`config.mk`:
```
export PLATFORM = sky130hd
export DESIGN_NAME = link_heartbeat_and_wifi_negotiator_core
export DESIGN_NICKNAME = d
export VERILOG_FILES = /design/src/rtl/lhwn_pkg.sv /design/src/rtl/link_heartbeat_and_wifi_negotiator_core.sv
export VERILOG_INCLUDE_DIRS = /design/src /design/src/rtl
export SDC_FILE = /design/constraint.sdc
export NUM_CORES = 2
export LEC_CHECK = 0
export BUFFER_PORTS_ARGS = -buffer_cell sky130_fd_sc_hd__clkbuf_2
export CORE_MARGIN = 2
export CORE_UTILIZATION = 50
export CTS_CLUSTER_SIZE = 40
export DETAILED_ROUTE_END_ITERATION = 10
export PLACE_DENSITY = 0.66
export SETUP_SLACK_MARGIN = 0.15
export SLEW_MARGIN = 10
export SYNTH_ARGS = -nofsm -noshare
export SYNTH_HDL_FRONTEND = slang
export SYNTH_SLANG_ARGS = --single-unit
```
`constraint.sdc`:
```
create_clock -name aclk -period 10.1 [get_ports aclk]
set_input_delay 0.505 -clock aclk [delete_from_list [all_inputs] [get_ports aclk]]
set_output_delay 0.505 -clock aclk [all_outputs]
set_load 0.005 [all_outputs]
```
`src/rtl/link_heartbeat_and_wifi_negotiator_core_macros.svh`:
```
// Assertion helpers for the heartbeat and wifi negotiator core.
// Each check is clocked on aclk and disabled while aresetn is low.
`ifndef LINK_HEARTBEAT_AND_WIFI_NEGOTIATOR_CORE_MACROS_SVH
`define LINK_HEARTBEAT_AND_WIFI_NEGOTIATOR_CORE_MACROS_SVH

`ifndef SYNTHESIS
`define LHWN_ASSERT_IMP(lbl, ante, cons) \
    lbl: assert property (@(posedge aclk) disable iff (!aresetn) (ante) |-> (cons)) \
        else $error("lhwn check failed");
`define LHWN_ASSERT_NXT(lbl, ante, cons) \
    lbl: assert property (@(posedge aclk) disable iff (!aresetn) (ante) |=> (cons)) \
        else $error("lhwn check failed");
`else
`define LHWN_ASSERT_IMP(lbl, ante, cons)
`define LHWN_ASSERT_NXT(lbl, ante, cons)
`endif

`endif

```
`src/rtl/lhwn_pkg.sv`:
```
package lhwn_pkg;

    localparam int CFG_W     = 20;
    localparam int CFG_IDX_W = 3;

    typedef enum logic [CFG_IDX_W-1:0] {
        CFG_WIFI_MODE    = 3'd0,
        CFG_LOSS_TIMEOUT = 3'd1,
        CFG_FIRST_WAIT   = 3'd2,
        CFG_WAIT_SPAN    = 3'd3,
        CFG_BEAT_BASE    = 3'd4,
        CFG_BEAT_SPAN    = 3'd5
    } cfg_idx_t;

    typedef enum logic [1:0] {
        MODE_OFF  = 2'd0,
        MODE_AP   = 2'd1,
        MODE_STA  = 2'd2,
        MODE_AUTO = 2'd3
    } wifi_mode_t;

    typedef enum logic [1:0] {
        ST_OFF      = 2'd0,
        ST_CONN     = 2'd1,
        ST_STA_WAIT = 2'd2,
        ST_AP_WAIT  = 2'd3
    } auto_state_t;

    localparam logic [CFG_W-1:0] LOSS_TIMEOUT_RST = 20'd5000;
    localparam logic [CFG_W-1:0] FIRST_WAIT_RST   = 20'd10000;
    localparam logic [CFG_W-1:0] WAIT_SPAN_RST    = 20'd10000;
    localparam logic [CFG_W-1:0] BEAT_BASE_RST    = 20'd500;
    localparam logic [CFG_W-1:0] BEAT_SPAN_RST    = 20'd1000;

endpackage

```
`src/rtl/link_heartbeat_and_wifi_negotiator_core.sv`:
```
// Link heartbeat and wifi mode negotiator, one request per time tick.
//
// Input channel (s_*): one request per tick, carrying the partner heartbeat
// flag and two random fractions over 2^RAND_BITS. Result channel (m_*): one
// result per request with the sent heartbeat, enable levels, link status and
// automatic negotiation state after that tick.
// Configuration: cfg_wr_en writes cfg_wdata into register cfg_addr at the
// clock edge; unknown indexes are dropped. Write only while the block is idle.
//
// Pipeline: an accepted request passes one input register, then a single
// pass of timer, link and mode logic into the result register, which
// raises m_valid. Throughput is one request per clock while the receiver
// keeps taking results; the two span multipliers feeding the saturating
// reloads set the critical path.
// Reset (aresetn low, synchronous) restores the register defaults, arms the
// heartbeat timer to fire on the first tick and parks negotiation in
// station wait. When the receiver stalls, the result register holds, the
// input register fills and s_ready then drops until the result is taken.
`include "link_heartbeat_and_wifi_negotiator_core_macros.svh"

module link_heartbeat_and_wifi_negotiator_core #(
    parameter int TIMER_BITS = 21,
    parameter int RAND_BITS  = 16
) (
    input  logic                           aclk,
    input  logic                           aresetn,
    // configuration write port
    input  logic                           cfg_wr_en,
    input  logic [lhwn_pkg::CFG_IDX_W-1:0] cfg_addr,
    input  logic [lhwn_pkg::CFG_W-1:0]     cfg_wdata,
    // tick requests
    input  logic                           s_valid,
    output logic                           s_ready,
    input  logic                           s_heartbeat_seen,
    input  logic [RAND_BITS-1:0]           s_rand_beat,
    input  logic [RAND_BITS-1:0]           s_rand_wait,
    // results
    output logic                           m_valid,
    input  logic                           m_ready,
    output logic                           m_send_beat,
    output logic                           m_beat_payload,
    output logic                           m_ap_enable,
    output logic                           m_station_enable,
    output logic                           m_link_up,
    output logic                           m_link_changed,
    output logic [1:0]                     m_negotiation_state
);

    import lhwn_pkg::*;

    // Width that holds both a config value plus one carry bit and a full timer
    localparam int SUM_W  = ((CFG_W > TIMER_BITS) ? CFG_W : TIMER_BITS) + 1;
    localparam int PROD_W = CFG_W + RAND_BITS;
    localparam logic [SUM_W-1:0] TMAX_EXT =
        {{(SUM_W-TIMER_BITS){1'b0}}, {TIMER_BITS{1'b1}}};
    localparam logic [TIMER_BITS-1:0] TIMER_ONE = {{(TIMER_BITS-1){1'b0}}, 1'b1};

    // Clamp a wide value to the largest timer count
    function automatic logic [TIMER_BITS-1:0] sat_timer(input logic [SUM_W-1:0] v);
        logic [TIMER_BITS-1:0] r;
        if (v > TMAX_EXT) begin
            r = {TIMER_BITS{1'b1}};
        end else begin
            r = v[TIMER_BITS-1:0];
        end
        return r;
    endfunction

    // base + ((span * frac) >> RAND_BITS), saturated to the timer width
    function automatic logic [TIMER_BITS-1:0] rand_reload(
        input logic [CFG_W-1:0]     base,
        input logic [CFG_W-1:0]     span,
        input logic [RAND_BITS-1:0] frac
    );
        logic [PROD_W-1:0] prod;
        logic [CFG_W:0]    sum;
        prod = PROD_W'(span) * PROD_W'(frac);
        sum  = {1'b0, base} + {1'b0, prod[PROD_W-1:RAND_BITS]};
        return sat_timer(SUM_W'(sum));
    endfunction

    // ---------------------------------------------------------------
    // Configuration registers
    // ---------------------------------------------------------------
    wifi_mode_t       wifi_mode_reg;
    logic [CFG_W-1:0] loss_timeout_reg;
    logic [CFG_W-1:0] first_wait_reg;
    logic [CFG_W-1:0] wait_span_reg;
    logic [CFG_W-1:0] beat_base_reg;
    logic [CFG_W-1:0] beat_span_reg;

    always_ff @(posedge aclk) begin
        if (!aresetn) begin
            wifi_mode_reg    <= MODE_AUTO;
            loss_timeout_reg <= LOSS_TIMEOUT_RST;
            first_wait_reg   <= FIRST_WAIT_RST;
            wait_span_reg    <= WAIT_SPAN_RST;
            beat_base_reg    <= BEAT_BASE_RST;
            beat_span_reg    <= BEAT_SPAN_RST;
        end else if (cfg_wr_en) begin
            case (cfg_addr)
                CFG_WIFI_MODE:    wifi_mode_reg    <= wifi_mode_t'(cfg_wdata[1:0]);
                CFG_LOSS_TIMEOUT: loss_timeout_reg <= cfg_wdata;
                CFG_FIRST_WAIT:   first_wait_reg   <= cfg_wdata;
                CFG_WAIT_SPAN:    wait_span_reg    <= cfg_wdata;
                CFG_BEAT_BASE:    beat_base_reg    <= cfg_wdata;
                CFG_BEAT_SPAN:    beat_span_reg    <= cfg_wdata;
                default: ;  // drop writes to unknown indexes
            endcase
        end
    end

    // ---------------------------------------------------------------
    // Pipeline control: input register feeds result register
    // ---------------------------------------------------------------
    logic                 in_valid_reg;
    logic                 in_seen_reg;
    logic [RAND_BITS-1:0] in_rand_beat_reg;
    logic [RAND_BITS-1:0] in_rand_wait_reg;
    logic                 m_valid_reg;
    logic                 advance;
    logic                 s_accept;

    // Advance when the input register holds a request and the result slot is empty or being drained
    assign advance  = in_valid_reg && (!m_valid_reg || m_ready);
    assign s_ready  = !in_valid_reg || advance;
    assign s_accept = s_valid && s_ready;

    always_ff @(posedge aclk) begin
        if (!aresetn) begin
            in_valid_reg <= 1'b0;
        end else if (s_accept) begin
            in_valid_reg <= 1'b1;
        end else if (advance) begin
            in_valid_reg <= 1'b0;
        end
    end

    always_ff @(posedge aclk) begin
        if (s_accept) begin
            in_seen_reg      <= s_heartbeat_seen;
            in_rand_beat_reg <= s_rand_beat;
            in_rand_wait_reg <= s_rand_wait;
        end
    end

    // ---------------------------------------------------------------
    // Block state
    // ---------------------------------------------------------------
    logic [TIMER_BITS-1:0] beat_timer_reg,    beat_timer_next;
    logic [TIMER_BITS-1:0] silence_count_reg, silence_count_next;
    logic [TIMER_BITS-1:0] wait_count_reg,    wait_count_next;
    logic [TIMER_BITS-1:0] wait_limit_reg,    wait_limit_next;
    logic                  link_flag_reg,     link_flag_next;
    wifi_mode_t            applied_mode_reg;
    auto_state_t           auto_state_reg,    auto_state_next;
    logic                  ap_en_reg,         ap_en_next;
    logic                  sta_en_reg,        sta_en_next;

    logic                  send_now;
    logic                  payload_now;
    auto_state_t           auto_start;
    logic [TIMER_BITS-1:0] wait_count_inc;
    logic                  wait_expired;
    logic                  auto_run;

    // Heartbeat timer: fire on zero and reload, else count down
    always_comb begin
        send_now    = (beat_timer_reg == '0);
        payload_now = send_now && link_flag_reg;
        if (send_now) begin
            beat_timer_next = rand_reload(beat_base_reg, beat_span_reg, in_rand_beat_reg);
        end else begin
            beat_timer_next = beat_timer_reg - TIMER_ONE;
        end
    end

    // Link supervision: clear silence on a heartbeat, drop link on timeout
    always_comb begin
        link_flag_next = link_flag_reg;
        if (in_seen_reg) begin
            silence_count_next = '0;
            link_flag_next     = 1'b1;
        end else if (silence_count_reg == {TIMER_BITS{1'b1}}) begin
            silence_count_next = silence_count_reg;
        end else begin
            silence_count_next = silence_count_reg + TIMER_ONE;
        end
        if (SUM_W'(silence_count_next) > SUM_W'(loss_timeout_reg)) begin
            link_flag_next = 1'b0;
        end
    end

    // Entering automatic mode restarts negotiation from off
    assign auto_run   = (wifi_mode_reg == MODE_AUTO);
    assign auto_start = (applied_mode_reg != MODE_AUTO) ? ST_OFF : auto_state_reg;
    assign wait_count_inc = (wait_count_reg == {TIMER_BITS{1'b1}}) ?
                            wait_count_reg : (wait_count_reg + TIMER_ONE);
    assign wait_expired   = (wait_count_inc > wait_limit_reg);

    // Negotiation next state
    always_comb begin
        auto_state_next = auto_state_reg;
        if (auto_run) begin
            case (auto_start)
                ST_OFF: auto_state_next = ST_STA_WAIT;
                ST_STA_WAIT: begin
                    if (link_flag_next) begin
                        auto_state_next = ST_CONN;
                    end else if (wait_expired) begin
                        auto_state_next = ST_AP_WAIT;
                    end else begin
                        auto_state_next = ST_STA_WAIT;
                    end
                end
                ST_AP_WAIT: begin
                    if (link_flag_next) begin
                        auto_state_next = ST_CONN;
                    end else if (wait_expired) begin
                        auto_state_next = ST_STA_WAIT;
                    end else begin
                        auto_state_next = ST_AP_WAIT;
                    end
                end
                ST_CONN: auto_state_next = link_flag_next ? ST_CONN : ST_OFF;
                default: auto_state_next = ST_OFF;
            endcase
        end
    end

    // Negotiation outputs: enables and phase wait counters
    always_comb begin
        ap_en_next      = ap_en_reg;
        sta_en_next     = sta_en_reg;
        wait_count_next = wait_count_reg;
        wait_limit_next = wait_limit_reg;
        if (auto_run) begin
            case (auto_start)
                ST_OFF: begin
                    ap_en_next      = 1'b0;
                    sta_en_next     = 1'b1;
                    wait_count_next = '0;
                    wait_limit_next = sat_timer(SUM_W'(first_wait_reg));
                end
                ST_STA_WAIT, ST_AP_WAIT: begin
                    if (!link_flag_next && wait_expired) begin
                        // swap to the other role with a randomized wait
                        ap_en_next      = (auto_start == ST_STA_WAIT);
                        sta_en_next     = (auto_start == ST_AP_WAIT);
                        wait_count_next = '0;
                        wait_limit_next = rand_reload(first_wait_reg, wait_span_reg,
                                                      in_rand_wait_reg);
                    end else begin
                        wait_count_next = wait_count_inc;
                    end
                end
                default: ;  // connected: hold
            endcase
        end else if (applied_mode_reg != wifi_mode_reg) begin
            // fixed modes drive the enables once on a mode change
            ap_en_next  = (wifi_mode_reg == MODE_AP);
            sta_en_next = (wifi_mode_reg == MODE_STA);
        end
    end

    always_ff @(posedge aclk) begin
        if (!aresetn) begin
            beat_timer_reg    <= '0;
            silence_count_reg <= '0;
            wait_count_reg    <= '0;
            wait_limit_reg    <= '0;
            link_flag_reg     <= 1'b0;
            applied_mode_reg  <= MODE_OFF;
            auto_state_reg    <= ST_STA_WAIT;
            ap_en_reg         <= 1'b0;
            sta_en_reg        <= 1'b0;
        end else if (advance) begin
            beat_timer_reg    <= beat_timer_next;
            silence_count_reg <= silence_count_next;
            wait_count_reg    <= wait_count_next;
            wait_limit_reg    <= wait_limit_next;
            link_flag_reg     <= link_flag_next;
            applied_mode_reg  <= wifi_mode_reg;
            auto_state_reg    <= auto_state_next;
            ap_en_reg         <= ap_en_next;
            sta_en_reg        <= sta_en_next;
        end
    end

    // ---------------------------------------------------------------
    // Result register
    // ---------------------------------------------------------------
    logic        m_send_beat_reg;
    logic        m_beat_payload_reg;
    logic        m_ap_enable_reg;
    logic        m_station_enable_reg;
    logic        m_link_up_reg;
    logic        m_link_changed_reg;
    auto_state_t m_state_reg;

    always_ff @(posedge aclk) begin
        if (!aresetn) begin
            m_valid_reg <= 1'b0;
        end else if (advance) begin
            m_valid_reg <= 1'b1;
        end else if (m_ready) begin
            m_valid_reg <= 1'b0;
        end
    end

    always_ff @(posedge aclk) begin
        if (advance) begin
            m_send_beat_reg      <= send_now;
            m_beat_payload_reg   <= payload_now;
            m_ap_enable_reg      <= ap_en_next;
            m_station_enable_reg <= sta_en_next;
            m_link_up_reg        <= link_flag_next;
            m_link_changed_reg   <= (link_flag_next != link_flag_reg);
            m_state_reg          <= auto_state_next;
        end
    end

    assign m_valid             = m_valid_reg;
    assign m_send_beat         = m_send_beat_reg;
    assign m_beat_payload      = m_beat_payload_reg;
    assign m_ap_enable         = m_ap_enable_reg;
    assign m_station_enable    = m_station_enable_reg;
    assign m_link_up           = m_link_up_reg;
    assign m_link_changed      = m_link_changed_reg;
    assign m_negotiation_state = m_state_reg;

    // ---------------------------------------------------------------
    // Checks
    // ---------------------------------------------------------------
    `LHWN_ASSERT_NXT(a_link_change_flag, advance,
                     m_link_changed == (m_link_up != $past(link_flag_reg)))
    `LHWN_ASSERT_NXT(a_beat_on_expiry, advance && (beat_timer_reg == '0),
                     m_send_beat)
    `LHWN_ASSERT_IMP(a_enables_exclusive, m_valid_reg,
                     !(m_ap_enable && m_station_enable))
    `LHWN_ASSERT_NXT(a_input_held_on_stall, in_valid_reg && !advance,
                     in_valid_reg && $stable(in_rand_beat_reg))

endmodule

```
# Word level (Yosys, flattened, before mapping)
# Index checks and enable logic that the tools add are counted.
[totals]
reg_bits = 236
input_bits = 61
out_inout_bits = 10
wordCells = 107
[op_classes]
add_sub_neg = 5
n_mul = 2
magnitude_cmp = 2
n_eq_ne = 17
muxes = 30
reduce_logical = 24
[ops]
columns = ["operator", "n"]
rows = [
  ["$mux 21", 6],
  ["$pmux 21 s2", 2],
  ["$mul 20x16->36", 2],
  ["$add 20x20->21", 2],
  ["$add 21x1->21 const B", 2],
  ["$eq 21x21->1 const B", 2],
  ["$gt 21x20->1", 1],
  ["$gt 21x21->1", 1],
  ["$logic_not 21->1", 1],
  ["$sub 21x1->21 const B", 1],
  ["$mux 1", 15],
  ["$reduce_and 2->1", 6],
  ["$eq 2x2->1 const B", 4],
  ["$mux 2", 4],
  ["$pmux 2 s4", 1],
  ["$eq 3x2->1 const B", 2],
  ["$eq 3x3->1 const B", 2],
  ["$reduce_bool 2->1", 3],
  ["$eq 2x1->1 const B", 2],
  ["$logic_and 1x1->1", 4],
  ["$ne 2x2->1 const B", 2],
  ["$pmux 1 s2", 2],
  ["$reduce_and 4->1", 1],
  ["$eq 3x1->1 const B", 1],
  ["8 further kinds", 11],
]

# Depth between registers and ports, before layout
[depth]
word_depth = 10
mapped_depth = 34
ltp_nobuf = 33

# Worst setup path after synthesis
# OpenSTA, ideal clock, no wires.
[synth_path]
path_type = "reg2reg"
from = "reg in_rand_wait_reg[1]"
to = "reg wait_limit_reg[18]"
setup_ns = 0.091
arrival_time_ns = 8.125
t_required_ns = 10.009
path_slack_ns = 1.884
path_stages_with_launch = 32
path_buffers = 2
synth_period_minus_slack_ns = 8.216
path_cell_list = "edfxtp_1 > clkbuf_1 > clkbuf_1 > nand2_1 > fa_1 > fa_1 > fa_1 > fa_1 > inv_1 > fa_1 > inv_1 > fa_1 > inv_1 > ha_1 > o21ai_0 > nor2_1 > o311ai_1 > o221ai_2 > nor3_1 > o21bai_1 > a21o_1 > a311o_1 > xor2_1 > ha_1 > or4_1 > o211ai_1 > a41oi_1 > or4_1 > a31oi_1 > xnor2_1 > nand2_1 > a311oi_1"
[synth_via]
elab_chain_cells = 4
[synth_lines]
columns = ["element", "line_no", "source"]
rows = [
  ["start: declaration", "link_heartbeat_and_wifi_negotiator_core.sv:119", "logic [RAND_BITS-1:0] in_rand_wait_reg;"],
  ["start signal: assignment", "link_heartbeat_and_wifi_negotiator_core.sv:143", "in_rand_wait_reg <= s_rand_wait;"],
  ["$mul 20x16->36", "link_heartbeat_and_wifi_negotiator_core.sv:77", "prod = PROD_W'(span) * PROD_W'(frac);"],
  ["$add 20x20->21", "link_heartbeat_and_wifi_negotiator_core.sv:78", "sum = {1'b0, base} + {1'b0, prod[PROD_W-1:RAND_BITS]};"],
  ["$mux 21", "link_heartbeat_and_wifi_negotiator_core.sv:246", "if (!link_flag_next && wait_expired) begin"],
  ["$pmux 21 s2", "link_heartbeat_and_wifi_negotiator_core.sv:238", "case (auto_start)"],
  ["end signal: assignment", "link_heartbeat_and_wifi_negotiator_core.sv:281", "wait_limit_reg <= wait_limit_next;"],
  ["end: declaration", "link_heartbeat_and_wifi_negotiator_core.sv:153", "logic [TIMER_BITS-1:0] wait_limit_reg, wait_limit_next;"],
]
# Every way passes these cells. The select of a mux whose other input is x is not followed.
# A chain may end at the register's enable or synchronous reset.

# Worst setup path in the final report
[layout_path]
from = "reg in_rand_wait_reg[7]"
to = "reg wait_limit_reg[18]"
# The elaborated chain is that of the path after synthesis.

==> metrics <==
first-pass GRT wire length=135 mm; die area=66700 µm²; total wire length after detailed routing=81.2 mm; # resized after CTS=0; Antenna Nets Post-Route=0; die height=258 µm; Syn Nets=4659; maxcap violations=0; largest net degree at the start of global routing=98; Synth Instances=3804; Setup Fix Bufs, Post-CTS=0; Num CTS Buffers=28; synth unique cells=84; routability congestion estimate=0.856; Clk pin slew, worst setup/hold paths=0.07 ns; Worst Hold Path Cells=1; antenna fix cells=0; # setup viols final=0; register-to-register setup slack=1.13 ns; CP Capture Type=flop; DP Wirelength=60.4 mm; Yosys top cell area share=0.310; pins over their slew limit=0; setup_tns=0 ns; Rows=93; Net count, final=4598; Synth area leaders=fa_1 (31%), dfxtp_1 (12%), ha_1 (11%), nand2_1 (8.2%), inv_1 (7.4%); Primary FF master, synth=dfxtp_1; # IOs=71; critical path's slowest cell=edfxtp_1; routed vias/inst=5.38; Synth Cell Area=32300 µm²; crit path DAT=9.44 ns; PortBufs=70; initial antenna violation count=0; Seq/Total Area, Yosys=0.159; clk_lat worst skew=0.58 ns; DR iter-0 viols=1771; minimum clock period=8.97 ns; layout cells sized above 1=0.0491; fin area=34200 µm²; RSZ-0062 raised after global routing=no; status=complete, no violations; WL per Instance=17.6 µm; Initial Util=0.504; slowest stage delay, CP=0.80 ns; pwr/cell area=229 nW/µm²; CTS sink cnt=236; startpoint types=flop; vias post-DR=24851; Hold Crit Class=in2reg; fin crit share=0.888; classification of the worst setup path=reg2reg; R2R depth=29; Filler cells=6041; Total Power=7820 µW; mean post-synth cell area=8.50 µm²; Core ar.=64200 µm²; Die W=258 µm; DR DRC count=0; YS warnings=0; final hold vios=0; clk root buf=clkbuf_16; largest fanout on the critical path=20; Static Leak=0.0163 µW; share of synthesized registers carrying an async set or reset=0; GRT Total Usage=0.252; total grt overflow=0; Crit path top cell by count=fa_1; TritonRoute pass-1 iters=5; measured slew at the worst slew-check pin=1.20 ns; Area after DPL=33300 µm²; H-tree Lvls=1; hold buffer count at cts=0; Max Clk Rate=112 MHz; Req. time, crit path=10.58 ns; Layout area overhead=5.74%; EDFF count, synth=41; vias in the first global route=25371; synthesized flop and latch total=236; max_slew headroom=0.201; VDD IR max=0.334 mV; CTS tree=yes; Clock Skew=0.0148 ns; Max Root-Sink Buffers=3; cell taking the most area after synthesis=fa_1
-- cell usage in the layout, fill, tap and decap left out, types with 15 or more instances in the layout --
cell	n
clkbuf_16	30
fa_1	500
xnor2_1	58
nor2_1	126
o21a_1	19
ha_1	294
a21o_1	35
o211a_1	16
dfxtp_1	195
nand4_1	27
a21oi_1	211
nand3_1	58
edfxtp_1	41
and2_1	265
buf_4	31
nor3_1	38
or3_1	15
and3_1	22
a211oi_1	27
o211ai_1	15
nand2_1	705
xor2_1	47
o21ai_0	60
clkbuf_2	70
inv_1	638
a31oi_1	16
-- stage by stage --
step / instances / util / hold WS, ns / setup WS (ns)
after floorplan: 3804 / - / 0.436 / 1.88
after global placement: 4568 / 0.518 / 0.444 / 1.34
after detailed placement: 4568 / 0.518 / 0.447 / 1.24
after CTS: 4619 / 0.532 / 0.0761 / 1.14
after global routing: 4619 / 0.532 / 0.0864 / 0.545
final: 4619 / 0.532 / 0.0947 / 1.13
-- cell type report --
type / count / area (µm²) / area share
Multi-Input combinational cell: 2734 / 24100 / 0.703
Inverter: 642 / 2410 / 0.0705
Clock inverter: 17 / 145 / 0.00424
Timing Repair Buffer: 101 / 583 / 0.0171
Tap cell: 855 / 1070 / 0.0313
Sequential cell: 236 / 5130 / 0.150
Clock buffer: 34 / 796 / 0.0233
-- synth_stat cells (47+ instances only) --
cell and number:
nand2_1 705, inv_1 638, fa_1 500, ha_1 294, and2_1 266, a21oi_1 211
dfxtp_1 195, clkbuf_1 178, nor2_1 126, o21ai_0 60, nand3_1 58, xnor2_1 58
xor2_1 47
-- where the power goes --
| part | internal (µW) | total (µW) | switching, µW |
|---|---|---|---|
| combinational | 2350 | 5620 | 3270 |
| sequential | 1020 | 1140 | 114 |
| clock | 594 | 1060 | 463 |
-- metal layers --
| layer | share of wire | global-route usage | up-vias |
|---|---|---|---|
| met1 | 0.45 | 0.360 | 12111 |
| li1 | - | - | 11847 |
| met3 | 0.079 | 0.0449 | 115 |
| met5 | 0 | 0 | - |
| met4 | 0.022 | 0.0527 | 0 |
| met2 | 0.45 | 0.402 | 778 |
-- cell families (layout without fill, tap and decap cells) --
family                     count (synthesis)  after routing  synth area share
adders and majority gates                794            794             0.423
DFF                                      236            236             0.159
xor gates and xnor gates                 105            105            0.0284
and+or+nand+nor                         1339           1339             0.194
buffers and inverters                    834            794            0.0976
muxes                                      9              9           0.00282
AOI/OAI and AO/OA                        487            487            0.0955
-- worst max-delay path, delay by kind of cell, from the launching register on --
kind            cells  cell delay, ns
xor+xnor            2            0.29
compound gates      9            2.17
flops               1            0.80
simple gates        7            1.82
fa+ha+maj           8            3.60
buf+inv             3            0.14
-- path summary, 6_finish.rpt --
path,start,endpoint
hold reg to reg,loss_timeout_reg[14],loss_timeout_reg[14]
setup / recovery,in_rand_wait_reg[7],wait_limit_reg[18]
hold / removal,s_rand_wait[12],in_rand_wait_reg[12]
setup reg to reg,in_rand_wait_reg[7],wait_limit_reg[18]
Note: power is estimated with default switching activity, not from simulation.
